**config.mk**
```make
export PLATFORM = sky130hd
export DESIGN_NAME = line_pixel_generator_flat
export DESIGN_NICKNAME = d
export VERILOG_FILES = /design/src/lpg_pkg.sv /design/src/lpg_in_if.sv /design/src/lpg_out_if.sv /design/src/lpg_front.sv /design/src/lpg_queue.sv /design/src/lpg_back.sv /design/src/line_pixel_generator.sv /design/src/flat_wrapper.sv
export SDC_FILE = /design/constraint.sdc
export NUM_CORES = 1
export LEC_CHECK = 0
export BUFFER_PORTS_ARGS = -buffer_cell sky130_fd_sc_hd__buf_2
export CAP_MARGIN = 20
export CELL_PAD_IN_SITES_DETAIL_PLACEMENT = 1
export CELL_PAD_IN_SITES_GLOBAL_PLACEMENT = 2
export CORE_ASPECT_RATIO = 0.75
export CORE_UTILIZATION = 41
export CTS_CLUSTER_SIZE = 28
export DETAILED_ROUTE_END_ITERATION = 8
export HOLD_SLACK_MARGIN = 0.08
export PLACE_DENSITY = 0.85
export SLEW_MARGIN = 20
export SYNTH_ARGS = -nofsm -noshare
export SYNTH_HDL_FRONTEND = slang
export SYNTH_SLANG_ARGS = --single-unit
```
**constraint.sdc**
```tcl
create_clock -name clk -period 8 [get_ports clk]
set_input_delay 1.2 -clock clk [delete_from_list [all_inputs] [get_ports clk]]
set_output_delay 1.2 -clock clk [all_outputs]
set_load 0.005 [all_outputs]
```
**src/lpg_pkg.sv**
```systemverilog
// ----------------------------------------------------------------------------
// lpg_pkg: shared types and constants of the line pixel generator
// Coordinate, delta, error and color widths, the command codes, and the
// layout of one setup entry passed from the front end to the stepper.
// ----------------------------------------------------------------------------
package lpg_pkg;

  localparam int COORD_BITS  = 12;
  localparam int ERR_BITS    = COORD_BITS + 2;
  localparam int COLOR_BITS  = 24;
  localparam int QUEUE_DEPTH = 2;
  localparam int QPTR_BITS   = (QUEUE_DEPTH > 1) ? $clog2(QUEUE_DEPTH) : 1;
  localparam int QCNT_BITS   = $clog2(QUEUE_DEPTH + 1);

  // command codes
  localparam logic CMD_START = 1'b0;
  localparam logic CMD_STEP  = 1'b1;

  typedef logic signed [COORD_BITS-1:0] coord_t;
  typedef logic        [COORD_BITS-1:0] delta_t;
  typedef logic signed [ERR_BITS-1:0]   err_t;
  typedef logic        [COLOR_BITS-1:0] color_t;

  // one classified command, with line setup already worked out for starts
  typedef struct packed {
    logic   is_start;
    coord_t start_x;
    coord_t start_y;
    coord_t end_x;
    coord_t end_y;
    logic   step_x_neg;
    logic   step_y_neg;
    delta_t delta_x;
    delta_t delta_y;
    err_t   error_term;
    color_t color;
  } lpg_entry_t;

endpackage

```
**src/lpg_in_if.sv**
```systemverilog
// ----------------------------------------------------------------------------
// lpg_in_if: command channel of the line pixel generator
// Valid/ready channel carrying one start or step command per beat.
// ----------------------------------------------------------------------------
interface lpg_in_if import lpg_pkg::*; ();

  logic   valid;
  logic   ready;
  logic   command;
  coord_t start_x;
  coord_t start_y;
  coord_t end_x;
  coord_t end_y;
  color_t line_color;

  modport source (
    output valid, command, start_x, start_y, end_x, end_y, line_color,
    input  ready
  );

  modport sink (
    input  valid, command, start_x, start_y, end_x, end_y, line_color,
    output ready
  );

endinterface

```
**src/lpg_out_if.sv**
```systemverilog
// ----------------------------------------------------------------------------
// lpg_out_if: pixel channel of the line pixel generator
// Valid/ready channel carrying one rasterized pixel per beat.
// ----------------------------------------------------------------------------
interface lpg_out_if import lpg_pkg::*; ();

  logic   valid;
  logic   ready;
  coord_t pixel_x;
  coord_t pixel_y;
  color_t pixel_color;
  logic   last;

  modport source (
    output valid, pixel_x, pixel_y, pixel_color, last,
    input  ready
  );

  modport sink (
    input  valid, pixel_x, pixel_y, pixel_color, last,
    output ready
  );

endinterface

```
**src/lpg_front.sv**
```systemverilog
// ----------------------------------------------------------------------------
// lpg_front: command front end
// Accepts command beats, classifies them, and for start commands works out
// step directions, absolute deltas and the initial error term.
// ----------------------------------------------------------------------------
module lpg_front import lpg_pkg::*; (
  lpg_in_if.sink     in_ch,
  output logic       push_valid,
  input  logic       push_ready,
  output lpg_entry_t push_data
);

  logic signed [COORD_BITS:0] diff_x;
  logic signed [COORD_BITS:0] diff_y;
  logic                       x_fwd;
  logic                       y_fwd;
  delta_t                     dx;
  delta_t                     dy;

  // pass the handshake straight to the queue
  assign push_valid  = in_ch.valid;
  assign in_ch.ready = push_ready;

  // set up direction and absolute deltas
  always_comb begin
    x_fwd  = in_ch.start_x < in_ch.end_x;
    y_fwd  = in_ch.start_y < in_ch.end_y;
    diff_x = x_fwd ? ((COORD_BITS+1)'(in_ch.end_x) - (COORD_BITS+1)'(in_ch.start_x))
                   : ((COORD_BITS+1)'(in_ch.start_x) - (COORD_BITS+1)'(in_ch.end_x));
    diff_y = y_fwd ? ((COORD_BITS+1)'(in_ch.end_y) - (COORD_BITS+1)'(in_ch.start_y))
                   : ((COORD_BITS+1)'(in_ch.start_y) - (COORD_BITS+1)'(in_ch.end_y));
    dx     = diff_x[COORD_BITS-1:0];
    dy     = diff_y[COORD_BITS-1:0];
  end

  // build the queue entry
  always_comb begin
    push_data.is_start   = (in_ch.command == CMD_START);
    push_data.start_x    = in_ch.start_x;
    push_data.start_y    = in_ch.start_y;
    push_data.end_x      = in_ch.end_x;
    push_data.end_y      = in_ch.end_y;
    push_data.step_x_neg = ~x_fwd;
    push_data.step_y_neg = ~y_fwd;
    push_data.delta_x    = dx;
    push_data.delta_y    = dy;
    push_data.error_term = ERR_BITS'({1'b0, dx}) - ERR_BITS'({1'b0, dy});
    push_data.color      = in_ch.line_color;
  end

endmodule

```
**src/lpg_queue.sv**
```systemverilog
// ----------------------------------------------------------------------------
// lpg_queue: decoupling queue
// Short register FIFO between the front end and the stepper.
// ----------------------------------------------------------------------------
module lpg_queue import lpg_pkg::*; (
  input  logic       clk,
  input  logic       rst_n,
  input  logic       push_valid,
  output logic       push_ready,
  input  lpg_entry_t push_data,
  output logic       pop_valid,
  input  logic       pop_ready,
  output lpg_entry_t pop_data
);

  lpg_entry_t           entry_r [QUEUE_DEPTH];
  logic [QPTR_BITS-1:0] wr_ptr_r;
  logic [QPTR_BITS-1:0] wr_ptr_nxt;
  logic [QPTR_BITS-1:0] rd_ptr_r;
  logic [QPTR_BITS-1:0] rd_ptr_nxt;
  logic [QCNT_BITS-1:0] count_r;
  logic [QCNT_BITS-1:0] count_nxt;
  logic                 push;
  logic                 pop;

  assign push_ready = (count_r != QCNT_BITS'(QUEUE_DEPTH));
  assign pop_valid  = (count_r != '0);
  assign pop_data   = entry_r[rd_ptr_r];
  assign push       = push_valid && push_ready;
  assign pop        = pop_valid && pop_ready;

  // advance pointers and occupancy
  always_comb begin
    wr_ptr_nxt = wr_ptr_r;
    rd_ptr_nxt = rd_ptr_r;
    count_nxt  = count_r;
    if (push) begin
      wr_ptr_nxt = (wr_ptr_r == QPTR_BITS'(QUEUE_DEPTH - 1)) ? '0 : wr_ptr_r + 1'b1;
    end
    if (pop) begin
      rd_ptr_nxt = (rd_ptr_r == QPTR_BITS'(QUEUE_DEPTH - 1)) ? '0 : rd_ptr_r + 1'b1;
    end
    if (push && !pop) begin
      count_nxt = count_r + 1'b1;
    end else if (pop && !push) begin
      count_nxt = count_r - 1'b1;
    end
  end

  always_ff @(posedge clk) begin
    if (!rst_n) begin
      wr_ptr_r <= '0;
      rd_ptr_r <= '0;
      count_r  <= '0;
    end else begin
      wr_ptr_r <= wr_ptr_nxt;
      rd_ptr_r <= rd_ptr_nxt;
      count_r  <= count_nxt;
    end
  end

  // store the pushed entry
  always_ff @(posedge clk) begin
    if (push) begin
      entry_r[wr_ptr_r] <= push_data;
    end
  end

endmodule

```
**src/lpg_back.sv**
```systemverilog
// ----------------------------------------------------------------------------
// lpg_back: Bresenham stepper
// Holds the line state, takes one queue entry per cycle unless a held pixel
// stalls it, advances the current pixel and drives the pixel output register.
// ----------------------------------------------------------------------------
module lpg_back import lpg_pkg::*; (
  input  logic       clk,
  input  logic       rst_n,
  input  logic       pop_valid,
  output logic       pop_ready,
  input  lpg_entry_t pop_data,
  lpg_out_if.source  out_ch
);

  localparam int WIDE_BITS = ERR_BITS + 1;

  // line state
  coord_t cur_x_r, cur_x_nxt;
  coord_t cur_y_r, cur_y_nxt;
  coord_t target_x_r, target_y_r;
  logic   step_x_neg_r, step_y_neg_r;
  delta_t delta_x_r, delta_y_r;
  err_t   error_term_r, error_term_nxt;
  color_t held_color_r;
  logic   busy_r, busy_nxt;

  // output register
  logic   out_valid_r;
  coord_t out_x_r;
  coord_t out_y_r;
  color_t out_color_r;
  logic   out_last_r;

  logic                        can_issue;
  logic                        take;
  logic                        active;
  logic signed [WIDE_BITS-1:0] twice;
  logic signed [WIDE_BITS-1:0] err_w;
  logic signed [WIDE_BITS-1:0] dx_w;
  logic signed [WIDE_BITS-1:0] dy_w;
  logic signed [WIDE_BITS-1:0] err_mid;
  logic signed [WIDE_BITS-1:0] err_end;
  logic                        move_x;
  logic                        move_y;
  coord_t                      x_mid;
  logic                        at_end;

  // a step while idle is dropped without needing the output slot
  assign can_issue = !out_valid_r || out_ch.ready;
  assign pop_ready = can_issue || (!pop_data.is_start && !busy_r);
  assign take      = pop_valid && pop_ready;
  assign active    = take && (pop_data.is_start || busy_r);

  // one Bresenham step from the held state
  always_comb begin
    twice   = {error_term_r, 1'b0};
    err_w   = WIDE_BITS'(error_term_r);
    dx_w    = WIDE_BITS'({1'b0, delta_x_r});
    dy_w    = WIDE_BITS'({1'b0, delta_y_r});
    move_x  = twice > -dy_w;
    x_mid   = cur_x_r;
    err_mid = err_w;
    if (move_x) begin
      x_mid   = step_x_neg_r ? cur_x_r - COORD_BITS'(1) : cur_x_r + COORD_BITS'(1);
      err_mid = err_w - dy_w;
    end
    move_y  = !((x_mid == target_x_r) && (cur_y_r == target_y_r)) && (twice < dx_w);
    cur_y_nxt = cur_y_r;
    err_end   = err_mid;
    if (move_y) begin
      cur_y_nxt = step_y_neg_r ? cur_y_r - COORD_BITS'(1) : cur_y_r + COORD_BITS'(1);
      err_end   = err_mid + dx_w;
    end
    cur_x_nxt      = x_mid;
    error_term_nxt = err_end[ERR_BITS-1:0];
    if (pop_data.is_start) begin
      cur_x_nxt      = pop_data.start_x;
      cur_y_nxt      = pop_data.start_y;
      error_term_nxt = pop_data.error_term;
    end
  end

  // endpoint test on the pixel being emitted
  always_comb begin
    if (pop_data.is_start) begin
      at_end = (pop_data.start_x == pop_data.end_x) && (pop_data.start_y == pop_data.end_y);
    end else begin
      at_end = (cur_x_nxt == target_x_r) && (cur_y_nxt == target_y_r);
    end
    busy_nxt = !at_end;
  end

  // control state
  always_ff @(posedge clk) begin
    if (!rst_n) begin
      busy_r      <= 1'b0;
      out_valid_r <= 1'b0;
    end else begin
      if (active) begin
        busy_r <= busy_nxt;
      end
      if (active) begin
        out_valid_r <= 1'b1;
      end else if (out_ch.ready) begin
        out_valid_r <= 1'b0;
      end
    end
  end

  // line registers
  always_ff @(posedge clk) begin
    if (!rst_n) begin
      cur_x_r      <= '0;
      cur_y_r      <= '0;
      target_x_r   <= '0;
      target_y_r   <= '0;
      step_x_neg_r <= 1'b0;
      step_y_neg_r <= 1'b0;
      delta_x_r    <= '0;
      delta_y_r    <= '0;
      error_term_r <= '0;
      held_color_r <= '0;
    end else if (active) begin
      cur_x_r      <= cur_x_nxt;
      cur_y_r      <= cur_y_nxt;
      error_term_r <= error_term_nxt;
      if (pop_data.is_start) begin
        target_x_r   <= pop_data.end_x;
        target_y_r   <= pop_data.end_y;
        step_x_neg_r <= pop_data.step_x_neg;
        step_y_neg_r <= pop_data.step_y_neg;
        delta_x_r    <= pop_data.delta_x;
        delta_y_r    <= pop_data.delta_y;
        held_color_r <= pop_data.color;
      end
    end
  end

  // load the output beat
  always_ff @(posedge clk) begin
    if (active) begin
      out_x_r     <= cur_x_nxt;
      out_y_r     <= cur_y_nxt;
      out_color_r <= pop_data.is_start ? pop_data.color : held_color_r;
      out_last_r  <= at_end;
    end
  end

  assign out_ch.valid       = out_valid_r;
  assign out_ch.pixel_x     = out_x_r;
  assign out_ch.pixel_y     = out_y_r;
  assign out_ch.pixel_color = out_color_r;
  assign out_ch.last        = out_last_r;

endmodule

```
**src/line_pixel_generator.sv**
```systemverilog
// ----------------------------------------------------------------------------
// line_pixel_generator: Bresenham line rasterizer
// Send a start beat (command = start) with two signed endpoints and a color;
// it yields the start pixel. Each step beat that follows yields the next
// pixel of the line; the endpoint pixel has last set and ends the line.
// A step beat with no line in progress yields nothing. A start beat while a
// line is in progress drops that line and begins the new one.
// Channels: in_ch carries command beats, out_ch carries pixel beats, both
// valid/ready. A beat moves at a clock edge with valid and ready high.
// A command beat taken on in_ch is written into the queue; the stepper pops
// the queue entry into its output register, from which the pixel leaves on
// out_ch.
// Throughput: one command and one pixel per cycle while out_ch is ready; the
// stepper works out each error update combinationally.
// A two-entry queue sits between the front end and the stepper. When the
// receiver stalls, the output register holds its pixel, the queue fills and
// in_ch.ready drops once both entries are taken.
// Reset (rst_n low, synchronous) empties the queue and output register and
// leaves the block idle with all line state cleared.
// ----------------------------------------------------------------------------
module line_pixel_generator import lpg_pkg::*; (
  input  logic      clk,
  input  logic      rst_n,
  lpg_in_if.sink    in_ch,
  lpg_out_if.source out_ch
);

  logic       push_valid;
  logic       push_ready;
  lpg_entry_t push_data;
  logic       pop_valid;
  logic       pop_ready;
  lpg_entry_t pop_data;

  // classify commands and set up lines
  lpg_front u_front (
    .in_ch      (in_ch),
    .push_valid (push_valid),
    .push_ready (push_ready),
    .push_data  (push_data)
  );

  // decouple front end from stepper
  lpg_queue u_queue (
    .clk        (clk),
    .rst_n      (rst_n),
    .push_valid (push_valid),
    .push_ready (push_ready),
    .push_data  (push_data),
    .pop_valid  (pop_valid),
    .pop_ready  (pop_ready),
    .pop_data   (pop_data)
  );

  // step the line and emit pixels
  lpg_back u_back (
    .clk       (clk),
    .rst_n     (rst_n),
    .pop_valid (pop_valid),
    .pop_ready (pop_ready),
    .pop_data  (pop_data),
    .out_ch    (out_ch)
  );

endmodule
```
**src/flat_wrapper.sv**
```systemverilog
// flat-port wrapper written by rule: the top's interface ports become plain ports
module line_pixel_generator_flat import lpg_pkg::*;
  (clk, rst_n, in_ch_valid, in_ch_command, in_ch_start_x, in_ch_start_y, in_ch_end_x, in_ch_end_y, in_ch_line_color, in_ch_ready, out_ch_valid, out_ch_pixel_x, out_ch_pixel_y, out_ch_pixel_color, out_ch_last, out_ch_ready);
  lpg_in_if in_ch_i ();
  lpg_out_if out_ch_i ();
  input  logic clk;
  input  logic rst_n;
  input wire logic [$bits(in_ch_i.valid)-1:0] in_ch_valid;
  input wire logic [$bits(in_ch_i.command)-1:0] in_ch_command;
  input wire logic [$bits(in_ch_i.start_x)-1:0] in_ch_start_x;
  input wire logic [$bits(in_ch_i.start_y)-1:0] in_ch_start_y;
  input wire logic [$bits(in_ch_i.end_x)-1:0] in_ch_end_x;
  input wire logic [$bits(in_ch_i.end_y)-1:0] in_ch_end_y;
  input wire logic [$bits(in_ch_i.line_color)-1:0] in_ch_line_color;
  output wire logic [$bits(in_ch_i.ready)-1:0] in_ch_ready;
  output wire logic [$bits(out_ch_i.valid)-1:0] out_ch_valid;
  output wire logic [$bits(out_ch_i.pixel_x)-1:0] out_ch_pixel_x;
  output wire logic [$bits(out_ch_i.pixel_y)-1:0] out_ch_pixel_y;
  output wire logic [$bits(out_ch_i.pixel_color)-1:0] out_ch_pixel_color;
  output wire logic [$bits(out_ch_i.last)-1:0] out_ch_last;
  input wire logic [$bits(out_ch_i.ready)-1:0] out_ch_ready;
  assign in_ch_i.valid = in_ch_valid;
  assign in_ch_i.command = in_ch_command;
  assign in_ch_i.start_x = in_ch_start_x;
  assign in_ch_i.start_y = in_ch_start_y;
  assign in_ch_i.end_x = in_ch_end_x;
  assign in_ch_i.end_y = in_ch_end_y;
  assign in_ch_i.line_color = in_ch_line_color;
  assign in_ch_ready = in_ch_i.ready;
  assign out_ch_valid = out_ch_i.valid;
  assign out_ch_pixel_x = out_ch_i.pixel_x;
  assign out_ch_pixel_y = out_ch_i.pixel_y;
  assign out_ch_pixel_color = out_ch_i.pixel_color;
  assign out_ch_last = out_ch_i.last;
  assign out_ch_i.ready = out_ch_ready;
  line_pixel_generator u_core (.clk(clk), .rst_n(rst_n), .in_ch(in_ch_i), .out_ch(out_ch_i));
endmodule
```
==> summary.md <==
| Metric | Value |
|---|---|
| Routed Antenna Nets | `0` |
| RSZ-0062 raised after global routing | `false` |
| EDFF count, synth | `273` |
| Share of cells above drive strength 1 | `0.1173` |
| Max-cap violations | `0` |
| Initial antenna violation count | `1` |
| Longest Clk Path Bufs | `3` |
| CTS tree | `yes` |
| Startpoint types | `flip-flop` |
| Synth async-reset ratio | `0` |
| Number of global-route vias before repair | `15.49k` |
| RePlAce Congestion | `0.8774` |
| Vias per Instance | `5.590` |
| Net Sw Power | `4.588 mW` |
| Chip width | `264.6 um` |
| Die H | `198.9 um` |
| Crit path required time | `8480 ps` |
| Register area share after synthesis | `0.4990` |
| Mapped Avg Cell Area | `10.98 um2` |
| CTS Sinks | `392` |
| Critical path peak fanout | `39` |
| Worst Skew | `26.26 ps` |
| Tot GR Track Use | `0.2373` |
| Root buffer cell | `clkbuf_16` |
| WL final | `62.69 mm` |
| Max H-tree Level | `2` |
| F_max | `157.7 MHz` |
| Crit path arrival time | `6820 ps` |
| Vias post-DR | `15.26k` |
| Register bit total from synthesis | `392` |
| Combinational Power Share | `0.512` |
| Hold_buf cts | `0` |
| Sequential Power Share | `0.311` |
| Synth area leader | `edfxtp_1` |
| Critical path class | `reg2reg` |
| Wire length of the first global-routing pass | `94.10 mm` |
| Core area | `50640 um2` |
| Yosys warns | `0` |
| Post-Syn Instances | `1931` |
| Total congestion overflow | `0` |
| Worst Setup End Kind | `flip-flop` |
| Switching Fraction | `0.4342` |
| Synthesized Nets | `2146` |
| Hold Path Class | `reg2reg` |
| Inserted Clock Buffers | `40` |
| Hold Violations, Final | `0` |
| Post-CTS setup buffer count | `0` |
| Utilization after layout | `0.4703` |
| Top cells by area, synth | `edfxtp_1 (39%), dfxtp_1 (11%), ha_1 (7.6%)` |
| VDD IR-drop max | `0.2741 mV` |
| Worst-Margin Slew | `1141 ps` |
| Initial Util | `0.4187` |
| Clock transition at path regs | `70 ps` |
| Cts repair resizes | `0` |
| DRC errors left | `0` |
| Power per standard cell area | `443.6 nW/um2` |
| Fin nets | `2257` |
| Post-Synthesis Cell Area | `21200 um2` |
| Status | `completed` |
| Min Tclk post-route | `6341 ps` |
| Row count | `71` |
| Top Ports | `128` |
| Worst slew margin | `0.2346` |
| Netlist cell types | `75` |
| Initial drt markers | `1137` |
| Port bufs | `127` |
| Int Pwr | `5.978 mW` |
| Largest net degree at the start of global routing | `79` |
| Die ar. | `52630 um2` |
| Pre-antenna DRT Iters | `5` |
| Most used DFF post-synth | `edfxtp_1` |
| Total power | `10.57 mW` |
| Antenna Cells | `0` |
| Hpwl dp | `46.43 mm` |
| Skew-Pair Late Insertion Delay | `590 ps` |
| Leakage dissipation | `9.852 nW` |
| Clock share of power | `0.177` |
| Wire per inst | `22.97 um` |
| Synth-to-Final Area Change | `12.33%` |
| Pins Over Slew Limit | `0` |
| Top-area cell type share of the netlist area | `0.3867` |
| Fin crit share | `0.7927` |
| Sum Neg Setup Slack | `0 ps` |
| Final setup vio count | `0` |
[cell families after synthesis]
group,share of synthesized area
AOI/OAI and AO/OA,0.1469
xor gates and xnor gates,0.07011
adders and majority gates,0.08463
buffers and inverters,0.03954
DFF,0.4990
muxes,0.06427
and+or+nand+nor,0.09549
[worst paths after layout]
kind,start,end,slack (ps),cells after the start
hold reg to reg,u_core.u_back.held_color_r[19]$_SDFFE_PN0P_,u_core.u_back.held_color_r[19]$_SDFFE_PN0P_,470,2
hold / removal,u_core.u_back.held_color_r[19]$_SDFFE_PN0P_,u_core.u_back.held_color_r[19]$_SDFFE_PN0P_,470,2
setup reg to reg,u_core.u_back.delta_y_r[2]$_SDFFE_PN0P_,u_core.u_back.busy_r$_SDFFE_PN0P_,1660,21
setup / recovery,u_core.u_back.delta_y_r[2]$_SDFFE_PN0P_,u_core.u_back.busy_r$_SDFFE_PN0P_,1660,21
[critical path, cell delays in order, from the launching register on]
cell	delay (ps)
dfxtp_1	360
nor3_1	260
nand2_1	120
nor4_1	370
nand2_1	190
o41ai_1	280
o21ai_0	150
ha_1	300
nand4_1	120
nor3_1	270
o31a_1	180
o21a_1	120
buf_4	310
inv_1	290
o41a_1	520
o41ai_4	320
buf_4	510
mux2i_1	350
a21oi_1	170
a211o_1	390
or4_1	470
o21a_1	180
[metal layers]
layer	global-route usage	part of all wire	routed length [um]
met5	0	0	0
met1	0.3646	0.51	31830
met3	0.02835	0.050	3149
met2	0.3573	0.43	26960
met4	0.04522	0.012	753
[stage by stage]
| step | area, um2 | worst slack [ps] | hold slack (ps) | std cells |
|---|---|---|---|---|
| floorplan | 21200 | 1459 | 443.7 | 1931 |
| global placement | 22530 | 1586 | 452.8 | 2657 |
| detailed placement | 22530 | 1394 | 463.9 | 2657 |
| CTS | 23820 | 1638 | 472.9 | 2729 |
| global route | 23820 | 1196 | 495.7 | 2729 |
| finish | 23820 | 1659 | 468.1 | 2729 |
[flip-flops by register name, indices dropped and copies added (netlist names), named ones only]
register and cells:
u_core.u_back.out_ch.pixel_color 24, u_core.u_back.cur_y_r 12, u_core.u_back.step_x_neg_r 1, u_core.u_back.target_x_r 12, u_core.u_back.out_ch.valid 1, u_core.u_back.cur_x_r 12, u_core.u_back.out_ch.last 1, u_core.u_queue.count_r 2
u_core.u_back.target_y_r 12, u_core.u_back.out_ch.pixel_x 12, u_core.u_back.out_ch.pixel_y 12, u_core.u_queue.rd_ptr_r 1, u_core.u_back.delta_x_r 12, u_core.u_queue.entry_r 224, u_core.u_queue.wr_ptr_r 1, u_core.u_back.busy_r 1
u_core.u_back.step_y_neg_r 1, u_core.u_back.delta_y_r 12, u_core.u_back.held_color_r 24, u_core.u_back.error_term_r 14
[layout by cell type, fill, tap and decap left out, types with 8 or more instances in the layout]
cell type,Yosys,final
edfxtp_1,273,273
o211a_1,55,55
o21ai_0,91,91
xnor2_1,102,102
o211ai_1,12,12
clkbuf_8,0,8
o21bai_1,11,11
buf_4,1,18
mux2i_1,117,116
nand2b_1,13,13
clkbuf_16,0,40
a21oi_1,81,81
a21o_1,31,31
fa_1,9,9
and2_1,15,15
ha_1,129,129
o21a_1,9,9
a21boi_0,61,61
nor2b_1,31,31
clkbuf_1,53,11
inv_1,141,141
nand2_1,227,227
nand3_1,28,28
mux2_2,17,17
nand4_1,13,13
buf_2,10,126
a211oi_1,23,23
dfxtp_1,119,118
xor2_1,60,60
nor4_1,12,12
nor3_1,19,19
nor2_1,59,57
[layout make-up]
class                           count  area [um2]
Fill cell                        5531       26820
Multi-Input combinational cell   1322        9827
Tap cell                          657       822.0
Sequential cell                   392       10580
Clock buffer                       59        1152
Timing Repair Buffer              144       765.7
Inverter                          142       535.5
Clock inverter                     13       130.1
[Yosys cell counts (4+ instances only)]
cell type / number
a211oi_1: 23
a21boi_0: 61
a21o_1: 31
a21oi_1: 81
a221oi_1: 5
a311oi_1: 4
a31oi_1: 4
and2_1: 15
and3_1: 6
buf_1: 10
buf_2: 10
clkbuf_1: 53
dfxtp_1: 119
edfxtp_1: 273
fa_1: 9
ha_1: 129
inv_1: 141
mux2_2: 17
mux2i_1: 117
nand2_1: 227
nand2b_1: 13
nand3_1: 28
nand4_1: 13
nor2_1: 59
nor2b_1: 31
nor3_1: 19
nor4_1: 12
o2111ai_1: 4
o211a_1: 55
o211ai_1: 12
o21a_1: 9
o21ai_0: 91
o21ai_1: 4
o21bai_1: 11
o22ai_1: 4
o31a_1: 4
o31ai_1: 4
or2_2: 4
or3_1: 6
xnor2_1: 102
xor2_1: 60
[power groups by stage]
stage | clock (mW) | sequential (mW) | combinational, mW
6_report | 1.87 | 3.29 | 5.41
3_5_place_dp | 0 | 3.33 | 5.34
5_1_grt | 1.98 | 3.34 | 5.94
2_1_floorplan | 0 | 3.16 | 3.89
3_3_place_gp | 0 | 3.30 | 5.16
4_1_cts | 1.91 | 3.29 | 5.39
Note: power is estimated with default switching activity, not from simulation.
